<file path="src/rtl/pdfm_pkg.sv">
// Package with the types and constants shared by the PWM duty and frequency meter.
package pdfm_pkg;

  localparam int COUNT_WIDTH_DEF = 24;
  localparam int TICK_W = 24;
  localparam int DUTY_W = 7;
  localparam int FREQ_W = 16;
  localparam int DUTY_ITER = 7;
  localparam int FREQ_ITER = 24;
  localparam int ITER_W = 5;
  localparam int IN_TDATA_W = 8;
  localparam int OUT_TDATA_W = 72;
  localparam logic [TICK_W-1:0] TICK_RATE_RESET = 24'd7812;
  localparam logic [FREQ_W-1:0] FREQ_MAX = 16'hFFFF;

  typedef enum logic [2:0] {
    ST_IDLE,
    ST_PREP,
    ST_DUTY,
    ST_FREQ,
    ST_DONE
  } state_t;

endpackage

</file>
<file path="src/rtl/pwm_duty_frequency_meter.sv">
// Top level of the PWM duty and frequency meter with its shared restoring divider.
//
// One item on the s_axis channel is one sampled PWM level, taken once per timer tick.
// The block waits for the first rising edge, then counts ticks between edges; a
// falling edge captures the high time and a rising edge the low time. Once both
// times are held, every edge yields one item on m_axis: duty percent, frequency in
// hertz (saturating at 65535), and the two captured tick counts.
// The cfg channel writes tick_rate, the number of ticks per second; it is always
// ready. The user must write it only while the block is idle; the block does not
// enforce this. An item that yields no result leaves s_axis_tready high. An item
// that yields a result keeps s_axis_tready low while the block forms the period and
// the scaled high time, runs 7 divider steps for the duty and 24 for the frequency
// on its single subtract-and-compare unit, and loads the output register. When the
// receiver stalls, the result holds in the output register and the block waits
// after the division until that register is free.
// Synchronous reset clears the captures and the tick count and sets tick_rate to 7812.
module pwm_duty_frequency_meter #(
  parameter int COUNT_WIDTH = pdfm_pkg::COUNT_WIDTH_DEF
) (
  input  logic                               clk,
  input  logic                               rst,
  input  logic                               s_axis_tvalid,
  output logic                               s_axis_tready,
  input  logic [pdfm_pkg::IN_TDATA_W-1:0]    s_axis_tdata,  // pwm_level, zero fill
  output logic                               m_axis_tvalid,
  input  logic                               m_axis_tready,
  // duty_percent, frequency_hz, high_ticks, low_ticks, zero fill
  output logic [pdfm_pkg::OUT_TDATA_W-1:0]   m_axis_tdata,
  input  logic                               cfg_valid,
  output logic                               cfg_ready,
  input  logic [pdfm_pkg::TICK_W-1:0]        cfg_data
);

  localparam int PW = COUNT_WIDTH + 1;
  localparam int RW = COUNT_WIDTH + 2;
  localparam int MW = COUNT_WIDTH + 7;
  localparam int DW = pdfm_pkg::TICK_W;

  pdfm_pkg::state_t state, state_next;

  logic [pdfm_pkg::TICK_W-1:0] tick_rate;
  logic [COUNT_WIDTH-1:0] elapsed_ticks;
  logic [COUNT_WIDTH-1:0] high_capture;
  logic [COUNT_WIDTH-1:0] low_capture;
  logic                   last_level;
  logic                   started;
  logic [1:0]             both_captured;

  logic [PW-1:0]             period;
  logic [RW-1:0]             rem;
  logic [DW-1:0]             dvd;
  logic [DW-1:0]             quo;
  logic [pdfm_pkg::ITER_W-1:0] cnt;
  logic [pdfm_pkg::DUTY_W-1:0] duty;

  logic                   accept;
  logic                   level;
  logic                   rising;
  logic                   falling;
  logic [COUNT_WIDTH-1:0] elapsed_inc;
  logic [1:0]             captured_next;
  logic                   result_due;
  logic [MW-1:0]          high_ext;
  logic [MW-1:0]          scaled_high;
  logic [RW-1:0]          rem_shift;
  logic [RW-1:0]          rem_diff;
  logic                   fits;
  logic                   out_free;
  logic [pdfm_pkg::FREQ_W-1:0] freq_sat;

  assign accept      = s_axis_tvalid && s_axis_tready;
  assign level       = s_axis_tdata[0];
  assign rising      = level && !last_level;
  assign falling     = !level && last_level;
  assign elapsed_inc = (elapsed_ticks == '1) ? elapsed_ticks : elapsed_ticks + 1'b1;
  assign captured_next = both_captured | {rising, falling};
  assign result_due  = started && (rising || falling) && (captured_next == 2'b11);

  assign high_ext    = MW'(high_capture);
  assign scaled_high = (high_ext << 6) + (high_ext << 5) + (high_ext << 2);

  assign rem_shift = {rem[RW-2:0], dvd[DW-1]};
  assign rem_diff  = rem_shift - RW'(period);
  assign fits      = rem_shift >= RW'(period);

  assign out_free  = !m_axis_tvalid || m_axis_tready;
  assign freq_sat  = (quo > DW'(pdfm_pkg::FREQ_MAX)) ? pdfm_pkg::FREQ_MAX
                                                     : quo[pdfm_pkg::FREQ_W-1:0];
  assign cfg_ready = 1'b1;

  always_comb begin
    state_next = state;
    unique case (state)
      pdfm_pkg::ST_IDLE: if (accept && result_due) state_next = pdfm_pkg::ST_PREP;
      pdfm_pkg::ST_PREP: state_next = pdfm_pkg::ST_DUTY;
      pdfm_pkg::ST_DUTY: if (cnt == '0) state_next = pdfm_pkg::ST_FREQ;
      pdfm_pkg::ST_FREQ: if (cnt == '0) state_next = pdfm_pkg::ST_DONE;
      pdfm_pkg::ST_DONE: if (out_free) state_next = pdfm_pkg::ST_IDLE;
      default: state_next = pdfm_pkg::ST_IDLE;
    endcase
  end

  always_comb begin
    s_axis_tready = (state == pdfm_pkg::ST_IDLE);
  end

  always_ff @(posedge clk) begin
    if (rst) begin
      state <= pdfm_pkg::ST_IDLE;
    end else begin
      state <= state_next;
    end
  end

  always_ff @(posedge clk) begin
    if (rst) begin
      tick_rate <= pdfm_pkg::TICK_RATE_RESET;
    end else if (cfg_valid && cfg_ready) begin
      tick_rate <= cfg_data;
    end
  end

  always_ff @(posedge clk) begin
    if (rst) begin
      elapsed_ticks <= '0;
      high_capture  <= '0;
      low_capture   <= '0;
      last_level    <= 1'b0;
      started       <= 1'b0;
      both_captured <= 2'b00;
    end else if (accept) begin
      last_level <= level;
      if (!started) begin
        if (rising) begin
          started       <= 1'b1;
          elapsed_ticks <= '0;
        end
      end else if (rising || falling) begin
        elapsed_ticks <= '0;
        both_captured <= captured_next;
        if (falling) begin
          high_capture <= elapsed_inc;
        end else begin
          low_capture <= elapsed_inc;
        end
      end else begin
        elapsed_ticks <= elapsed_inc;
      end
    end
  end

  always_ff @(posedge clk) begin
    unique case (state)
      pdfm_pkg::ST_PREP: begin
        period <= PW'(high_capture) + PW'(low_capture);
        rem    <= RW'(scaled_high[MW-1:pdfm_pkg::DUTY_W]);
        dvd    <= {scaled_high[pdfm_pkg::DUTY_W-1:0], (DW-pdfm_pkg::DUTY_W)'(0)};
        quo    <= '0;
        cnt    <= pdfm_pkg::ITER_W'(pdfm_pkg::DUTY_ITER - 1);
      end
      pdfm_pkg::ST_DUTY: begin
        if (cnt == '0) begin
          duty <= {quo[pdfm_pkg::DUTY_W-2:0], fits};
          rem  <= '0;
          dvd  <= tick_rate;
          quo  <= '0;
          cnt  <= pdfm_pkg::ITER_W'(pdfm_pkg::FREQ_ITER - 1);
        end else begin
          rem <= fits ? rem_diff : rem_shift;
          dvd <= dvd << 1;
          quo <= {quo[DW-2:0], fits};
          cnt <= cnt - 1'b1;
        end
      end
      pdfm_pkg::ST_FREQ: begin
        rem <= fits ? rem_diff : rem_shift;
        dvd <= dvd << 1;
        quo <= {quo[DW-2:0], fits};
        if (cnt != '0) begin
          cnt <= cnt - 1'b1;
        end
      end
      default: begin
      end
    endcase
  end

  always_ff @(posedge clk) begin
    if (rst) begin
      m_axis_tvalid <= 1'b0;
    end else if (state == pdfm_pkg::ST_DONE && out_free) begin
      m_axis_tvalid <= 1'b1;
    end else if (m_axis_tready) begin
      m_axis_tvalid <= 1'b0;
    end
  end

  always_ff @(posedge clk) begin
    if (state == pdfm_pkg::ST_DONE && out_free) begin
      m_axis_tdata <= {1'b0,
                       pdfm_pkg::TICK_W'(low_capture),
                       pdfm_pkg::TICK_W'(high_capture),
                       freq_sat,
                       duty};
    end
  end

endmodule

</file>
<file path="config.mk">
export PLATFORM = sky130hd
export DESIGN_NAME = pwm_duty_frequency_meter
export DESIGN_NICKNAME = d
export VERILOG_FILES = /design/src/rtl/pdfm_pkg.sv /design/src/rtl/pwm_duty_frequency_meter.sv
export SDC_FILE = /design/constraint.sdc
export NUM_CORES = 1
export LEC_CHECK = 0
export BUFFER_PORTS_ARGS = -buffer_cell sky130_fd_sc_hd__clkbuf_2
export CAP_MARGIN = 20
export CORE_ASPECT_RATIO = 0.8
export CORE_MARGIN = 1
export CORE_UTILIZATION = 60
export CTS_CLUSTER_SIZE = 24
export DETAILED_ROUTE_END_ITERATION = 12
export GPL_ROUTABILITY_DRIVEN = 0
export HOLD_SLACK_MARGIN = 0.1
export MAX_ROUTING_LAYER = met4
export PLACE_DENSITY = 0.79
export SYNTH_ARGS = -nofsm -noshare
export SYNTH_HDL_FRONTEND = slang
export SYNTH_SLANG_ARGS = --single-unit
</file>
<file path="constraint.sdc">
create_clock -name clk -period 13.4 [get_ports clk]
set_clock_uncertainty 0.1 [all_clocks]
set_input_delay 1.34 -clock clk [delete_from_list [all_inputs] [get_ports clk]]
set_output_delay 1.34 -clock clk [all_outputs]
set_load 0.1 [all_outputs]
</file>
==> results.cfg, run 1 <==
[placement]
io_buffers = 102
dp_cells = 1824
dp_hpwl_um = 23500

[worst_setup_path]
cp-end-kind = flip-flop
reg2reg_depth = 10
worst_ep_required_time_ps = 13560
path_cells = fa_1 > ha_1 > o21ai_0 > nor3_1 > a21oi_1 > o31ai_1 > nand3_1 > and3_1 > nor3_1 > o22ai_1
startpoint_type = flip-flop
worstReg2RegStart = high_capture[10]
r2r_end = rem[20]
crit_path_top_delay_cell = o31ai_1
crit_type = reg -> reg
cp_max_fo = 6
rrSetupSlack_ps = 9480
cp.arrival_ps = 4080
crit_top_cell = nor3_1
slowest_delay_ps = 670

[synth]
post-synth-top-count-cell = edfxtp_1
syn_area_um2 = 15200
ys_warn_count = 0
avgSynthCellArea_um2 = 10.4
synth.distinct_cells = 76
syn-num-nets = 1599
netlist_top_cells_count = edfxtp_1, nor2_1, nand2_1
synth_edf_count = 181
synth-seq-cells = 285
yosysTopAreaCell = edfxtp_1
synth_cells = 1457
synthDominantCellAreaShare_pct = 35.9
synth_area_leaders = edfxtp_1, dfxtp_1, ha_1
postSynth.asyncResetShare_pct = 0
seq_area_frac_synth_pct = 49.6
synthFlopType = edfxtp_1

[clocking]
postCtsSetupBuffers = 0
cts_buffers = 29
cts_tree = yes
cts_resized = 0
cts_root_buf = clkbuf_16
h-tree-depth = 1
clk_pin_slew_ps = 70
cts.sinks = 285
insertion_delay_ps = 560
cts_max_path_buffers = 3
cts_hold_buf = 0

[timing]
worst_pin_slew_ps = 978
finalCritPeriodShare_pct = 29.3
hold_viol = 0
setup-tns-final_ps = 0
finalMaxSlewViolations = 0
rsz0062_at_grt = false
fmax_mhz = 255
setup_viol = 0
finalCriticalPeriod_ps = 3920
slew-limit-headroom_pct = 34.8

[power_and_ir_drop]
p_leak_nw = 7.05
p_per_area_nw_per_um2 = 181
total_power_w = 0.00306
max-vdd-ir-drop_uv = 193

[global_route]
track_usage_pct = 26.1
antenna_found_initial = 0
grt_max_degree = 93
grt_pass1_vias = 10584
grt_pass1_wl_um = 53300
grt-ovfl-total = 0

[layout]
fin_nets = 1679
final_cells = 1878
drive_gt1_share_pct = 13.1
area_growth_pct = 11.6
antenna_cells = 0
final_util_pct = 68.9
nFillCells = 1801

[min_path]
hold_depth = 0
min_from = duty[0]
hold_path.class = reg -> reg
worstHoldEndpoint = m_axis_tdata[0]

[die]
core_region_area_um2 = 24600
dieArea_um2 = 25900
io_pins = 112
die_x_um = 180
die_h_um = 144
rows = 51
start_util_pct = 61.7

[run]
maxCapViolations = 0

[route]
vias = 11227
drc = 3
first_pass_iters = 9
postRouteAntennaNets = 0
wl_um = 33000
routed_via_density = 5.98
post_drt_wl_per_cell_um = 17.6
drt_iter0_markers = 800

[status]
violations = design-rule violations
status = complete, but fails checks
## layer usage
metal,global-route usage (%),part of all wire (%)
met2,41.3,46
met4,6.99,2.3
met3,3.10,5.5
met1,36.0,47
met5,-,0
## cells in the final DEF, fill, tap and decap left out, types with 7 or more instances in the layout
cell / n
buf_4: 11
a311oi_1: 9
clkbuf_16: 31
dfxtp_1: 104
ha_1: 82
and2_1: 9
clkbuf_2: 101
o31ai_1: 10
a211oi_1: 43
nor3_1: 35
o22ai_1: 20
o21a_1: 11
nand2b_1: 9
or3_1: 7
nand3_1: 29
a31oi_1: 23
a21o_1: 31
nand4_1: 8
and4_1: 9
xnor2_1: 52
o21bai_1: 8
xor2_1: 25
inv_1: 55
mux2i_1: 33
nand2_1: 109
fa_1: 23
nor2_1: 171
a211o_1: 8
o21ai_0: 54
nor4_1: 8
a21oi_1: 80
edfxtp_1: 181
nor2b_1: 16
or2_2: 18
and3_1: 41
## sequential cells by signal, summed over array words and instances (netlist names)
register	count
m_axis_tdata	71
period	25
rem	25
dvd	24
elapsed_ticks	24
high_capture	24
low_capture	24
quo	24
tick_rate	24
duty	7
cnt	5
state	3
both_captured	2
last_level	1
m_axis_tvalid	1
started	1
## logic make-up after synthesis
logic type | synth area share [%]
simple gates | 15.2
compound gates | 15.3
flops | 49.6
buf+inv | 3.15
fa+ha+maj | 9.80
xor+xnor | 4.45
mux | 2.43
other cells | 0.0495
## how the worst max path moves through the flow
stage	slack (ps)	depth (start not counted)	start	endpoint
5_1_grt	9130	10	high_capture[6]	rem[20]
3_3_place_gp	9600	10	high_capture[10]	rem[20]
6_report	9480	10	high_capture[10]	rem[20]
3_5_place_dp	9570	10	high_capture[10]	rem[20]
4_1_cts	9520	10	high_capture[10]	rem[20]
2_1_floorplan	8420	2	m_axis_tready	m_axis_tdata[0]
## worst max-delay path: cells and delay by family (launching register included)
kind                       cells  cell delay (ps)
adders and majority gates      2              900
AOI/OAI and AO/OA              4             1060
and+or+nand+nor                4              980
DFF                            1              590
## layout make-up
type                       instances  area (µm²)  share of cell area (%)
clock buffer                      36         815                    4.81
multi-input combinational       1052        7200                    42.5
clock inverter                    18         193                    1.14
tap                              318         398                    2.35
timing repair buffer             113         593                    3.50
sequential                       285        7520                    44.4
inverter                          56         210                    1.24
## power by group
part	leakage (nW)	switching (W)	internal (W)	total (W)
logic	4.00	0.000609	0.000383	0.000992
clock network	0.486	0.000358	0.000480	0.000838
registers	2.57	0.0000815	0.00115	0.00123
## metrics by stage
| step | worst slack (ps) | hold slack (ps) | cell area (µm²) |
|---|---|---|---|
| after floorplan | 8420 | 300 | 15200 |
| after global placement | 9600 | 303 | 15900 |
| after detailed placement | 9570 | 307 | 15900 |
| after CTS | 9520 | 319 | 16900 |
| after global routing | 9130 | 325 | 16900 |
| final | 9480 | 316 | 16900 |
Power figures use the tool's default switching activity.
==> inputs of run 2 (changes only) <==
Clock period 13.4 ns to 3.7 ns, I/O delays scaled along.
==> run 2 against run 1 <==
Compared with the run above: the flow still finishes with violations (design-rule violations); clock power rose to 3.2 times the previous value; worst hold slack worse by 200 ps; utilization is 1.5 points higher; count of clock-buffer cells in the layout up 9; combinational power grew to 3.8 times the previous value; setup slack worse by 9300 ps; first-iteration DRC count is 43% higher; fmax rose by 11%; non-clock buffer count is 53 higher; via count up 4.2%; critical endpoint is now rem[23]; largest power group unchanged; highest routed layer unchanged.
==> results.cfg, run 2 (synthesis gave the netlist of run 1 again) <==
[placement]
dp_slack_ps = 21.8
io_buffers = 102
dp_hpwl_um = 25200

[layout]
antenna_cells = 0
drive_gt1_share_pct = 14.4
final_cell_mix = edfxtp_1, nor2_1, nand2_1
reg_top3 = m_axis_tdata: 71 flops, period: 25 flops, rem: 25 flops
fin_nets = 1731
largest-register = m_axis_tdata
largest_register_ffs = 71
final_common_cell = edfxtp_1
area_growth_pct = 14.1

[timing]
finalMaxSlewViolations = 0
worst_pin_slew_ps = 1010
finalCriticalPeriod_ps = 3530
finalCritPeriodShare_pct = 95.5
slew-limit-headroom_pct = 32.0
fmax_mhz = 283
setup_ws_ps = 167
rsz0062_at_grt = false
setup_viol = 0
setup-tns-final_ps = 0
hold_viol = 0

[route]
drc = 3
wl_um = 35400
postRouteAntennaNets = 0
post_drt_wl_per_cell_um = 18.3
drt_iter0_markers = 1140
vias = 11695
first_pass_iters = 9
routed_via_density = 6.06

[power_and_ir_drop]
max-vdd-ir-drop_uv = 596
p_leak_nw = 7.25
p_per_area_nw_per_um2 = 631

[clocking]
cts_tree = yes
cts_buffers = 28
h-tree-depth = 1
cts_root_buf = clkbuf_16
cts_max_path_buffers = 3
clk_pin_slew_ps = 60
insertion_delay_ps = 560
postCtsSetupBuffers = 0
cts.sinks = 285

[worst_setup_path]
cp-end-kind = flip-flop
startpoint_type = flip-flop
cp_max_fo = 4
path_cells = fa_1 > ha_1 > nor2b_1 > o31a_1 > o221a_2 > o221ai_1 > a21oi_1 > a221o_1 > o31ai_2 > o211ai_1
crit_path_top_delay_cell = dfxtp_1
crit_type = reg -> reg
cp.arrival_ps = 3700
slowest_delay_ps = 460
worst_ep_required_time_ps = 3860

[status]
violations = design-rule violations
status = complete, but fails checks

[global_route]
antenna_found_initial = 0
grt_pass1_vias = 10913
track_usage_pct = 27.9
grt-ovfl-total = 0
grt_pass1_wl_um = 56400
grt_max_degree = 57

[die]
dieArea_um2 = 25900
start_util_pct = 61.7
die_x_um = 180
rows = 51
core_region_area_um2 = 24600
io_pins = 112
die_h_um = 144

[min_path]
hold_path.class = in -> reg

[run]
maxCapViolations = 0
## run 2: cell types whose count changed in the layout (fill, tap and decap cells not counted), moves of 4 or more
| cell | previous run | this run |
|---|---|---|
| inv_6 | 5 | 0 |
| buf_4 | 11 | 38 |
| clkbuf_1 | 3 | 12 |
| dfxtp_1 | 104 | 100 |
| dlygate4sd3_1 | 0 | 25 |
## run 2: critical path, delay by kind of cell (launching register included)
family / cells / cell delay [ps]
flops: 1 / 460
compound gates: 7 / 1690
simple gates: 1 / 170
fa+ha+maj: 2 / 830
## run 2: path summary, 6_finish.rpt
check	slack, ps	endpoint	cells after the start	start
max	170	rem[23]	10	high_capture[3]
min	110	m_axis_tvalid	4	m_axis_tready
max reg2reg	170	rem[23]	10	high_capture[3]
min reg2reg	320	m_axis_tdata[4]	0	duty[4]
## run 2: cell type report
type | count | area (µm²)
sequential | 285 | 7520
fill | 1782 | 7270
multi-input combinational | 1052 | 7230
timing repair buffer | 166 | 1070
clock buffer | 45 | 815
tap | 318 | 398
inverter | 56 | 210
clock inverter | 7 | 50.0
## run 2: timing repair
item | 4_1_cts | 5_1_grt
gates resized for setup | 1 | 10
hold endpoints to repair | 25 | 0
setup endpoints to repair | 1 | 9
hold buffers | 25 | 0
## run 2: report_power, final
part / switching, W / internal, W
registers: 0.000295 / 0.00417
logic: 0.00231 / 0.00146
clock network: 0.00117 / 0.00151
total: 0.00378 / 0.00714
## run 2: per-layer routing
metal  part of all wire (%)  track usage [%]
met1                     46             39.1
met4                    2.7             8.44
met2                     44             42.8
met5                      0                -
met3                    6.8             3.50
## run 2: metrics by stage
stage | utilization, % | power, W | instances | hold slack [ps] | area (µm²)
6_report | 70.4 | 0.0109 | 1929 | 115 | 17300
3_3_place_gp | 65.7 | 0.00801 | 1852 | 302 | 16100
2_1_floorplan | - | 0.00724 | 1457 | 300 | 15200
5_1_grt | 70.4 | 0.0115 | 1929 | 129 | 17300
4_1_cts | 70.3 | 0.0109 | 1929 | 100 | 17300
3_5_place_dp | 65.7 | 0.00816 | 1852 | 306 | 16100
==> inputs of run 3 (changes only) <==
Settings changed: RECOVER_POWER from default to 50.
==> run 3 against run 2 <==
Compared with the run above: count of clock-buffer cells in the layout did not move; the run ends with design-rule violations, max-capacitance violations, max-slew violations left; clock power barely moved; non-clock buffer count did not move.
==> results.cfg, run 3 (synthesis gave the netlist of run 1 again) <==
[timing]
setup_viol = 0
finalCriticalPeriod_ps = 3530
worst_pin_slew_ps = 2520
setup-tns-final_ps = 0
finalCritPeriodShare_pct = 95.5
hold_viol = 0
finalMaxSlewViolations = 57
rsz0062_at_grt = false
fmax_mhz = 283
slew-limit-headroom_pct = -68.2

[layout]
final_util_pct = 69.7
fin_nets = 1731
final_cell_mix = edfxtp_1, nor2_1, nand2_1
final_cells = 1929
final_common_cell = edfxtp_1
largest_register_ffs = 71
drive_gt1_share_pct = 8.81
antenna_cells = 0
area_growth_pct = 12.9
reg_top3 = m_axis_tdata: 71 flops, period: 25 flops, rem: 25 flops
largest-register = m_axis_tdata

[global_route]
grt_pass1_vias = 10913
antenna_found_initial = 0
track_usage_pct = 27.9
grt_pass1_wl_um = 56400
grt-ovfl-total = 0
grt_max_degree = 57

[power_and_ir_drop]
switchingPower_w = 0.00377
switching_share_pct = 34.6
p_comb_share_pct = 34.3
p_leak_nw = 6.95
total_power_w = 0.0109
max-vdd-ir-drop_uv = 597
clkPwrFrac_pct = 24.6
p_int_w = 0.00712
pwr-share-seq_pct = 41.1
p_per_area_nw_per_um2 = 636

[route]
first_pass_iters = 11
vias = 11733
postRouteAntennaNets = 0
routed_via_density = 6.08
drc = 2
post_drt_wl_per_cell_um = 18.4
wl_um = 35500
drt_iter0_markers = 1234

[worst_setup_path]
crit_type = reg -> reg
path_cells = fa_1 > ha_1 > nor2b_1 > o31a_1 > o221a_2 > o221ai_1 > a21oi_1 > a221o_1 > o31ai_2 > o211ai_1
worst_ep_required_time_ps = 3860
slowest_delay_ps = 460
startpoint_type = flip-flop
worstReg2RegStart = high_capture[3]
cp_max_fo = 4
reg2reg_depth = 10
crit_path_top_delay_cell = dfxtp_1
r2r_end = rem[23]
rrSetupSlack_ps = 170
cp.arrival_ps = 3700
cp-end-kind = flip-flop

[run]
maxCapViolations = 1

[clocking]
cts_max_path_buffers = 3
insertion_delay_ps = 550
cts_root_buf = clkbuf_16
postCtsSetupBuffers = 0
clk_pin_slew_ps = 60
h-tree-depth = 1
cts_buffers = 28
cts_tree = yes
cts.sinks = 285

[min_path]
hold_depth = 4
min_from = m_axis_tready
hold_path.class = in -> reg
worstHoldEndpoint = m_axis_tvalid

[placement]
dp_cells = 1852
io_buffers = 102
dp_hpwl_um = 25200

[die]
io_pins = 112
dieArea_um2 = 25900
die_h_um = 144
rows = 51
start_util_pct = 61.7
die_x_um = 180
core_region_area_um2 = 24600

[status]
status = complete, but fails checks
violations = design-rule violations, max-capacitance violations, max-slew violations
## run 3: cell types whose count changed in the layout (fill, tap and decap cells not counted)
cell / change
nor3b_2: -1
clkbuf_1: +88
buf_2: -1
clkbuf_2: -70
buf_12: -1
buf_4: -16
nor2_4: -1
nor3b_1: +1
nor2_1: +1
## run 3: worst max-delay path: cells and delay by family (launching register included)
kind | cells | cell delay, ps
AO/OA/AOI/OAI | 7 | 1690
adder cells (fa/ha/maj) | 2 | 830
flip-flops | 1 | 460
AND/OR/NAND/NOR | 1 | 170
## run 3: worst max-delay path by stage
stage	from	endpoint	slack, ps	depth (start not counted)
floorplan	m_axis_tvalid	m_axis_tdata[0]	360	2
global placement	high_capture[4]	rem[23]	140	12
detailed placement	high_capture[4]	rem[23]	20	12
CTS	high_capture[1]	rem[23]	90	12
global route	high_capture[4]	rem[23]	10	12
finish	high_capture[3]	rem[23]	170	10
## run 3: layout make-up
cell class	instances	area, µm²
repair buffers	166	901
multi-input cells	1052	7220
flip-flops and latches	285	7520
fillers	1839	7450
inverters	56	210
clock inverters	7	50.0
well taps	318	398
clock buffers	45	815
## run 3: per-layer routing
metal | vias up | track usage, % | routed length [µm]
met5 | - | - | 0
met2 | 484 | 42.8 | 15800
met3 | 64 | 3.50 | 2390
met4 | 0 | 8.44 | 894
met1 | 5553 | 39.1 | 16300
li1 | 5632 | - | -
## run 3: stage by stage
step	hold WS, ps	worst slack, ps	cell area (µm²)
3_3_place_gp	302	141	16100
2_1_floorplan	300	362	15200
4_1_cts	100	91.7	17300
5_1_grt	128	12.4	17100
6_report	114	167	17100
3_5_place_dp	306	21.8	16100
## run 3: timing repair
| item | CTS | global route |
|---|---|---|
| cloned | 0 | 0 |
| pin swaps | 0 | 0 |
| setup endpoints to repair | 1 | 9 |
| endpoints found under the hold margin | 25 | 0 |
| resized for setup | 1 | 10 |
| hold buffers | 25 | 0 |
## run 3: power by group through the flow
stage / Combinational (W) / Sequential [W] / Clock (W)
after floorplan: 0.00278 / 0.00446 / 0
after global placement: 0.00353 / 0.00448 / 0
after detailed placement: 0.00365 / 0.00451 / 0
after CTS: 0.00371 / 0.00446 / 0.00271
after global routing: 0.00408 / 0.00454 / 0.00283
final: 0.00373 / 0.00448 / 0.00268
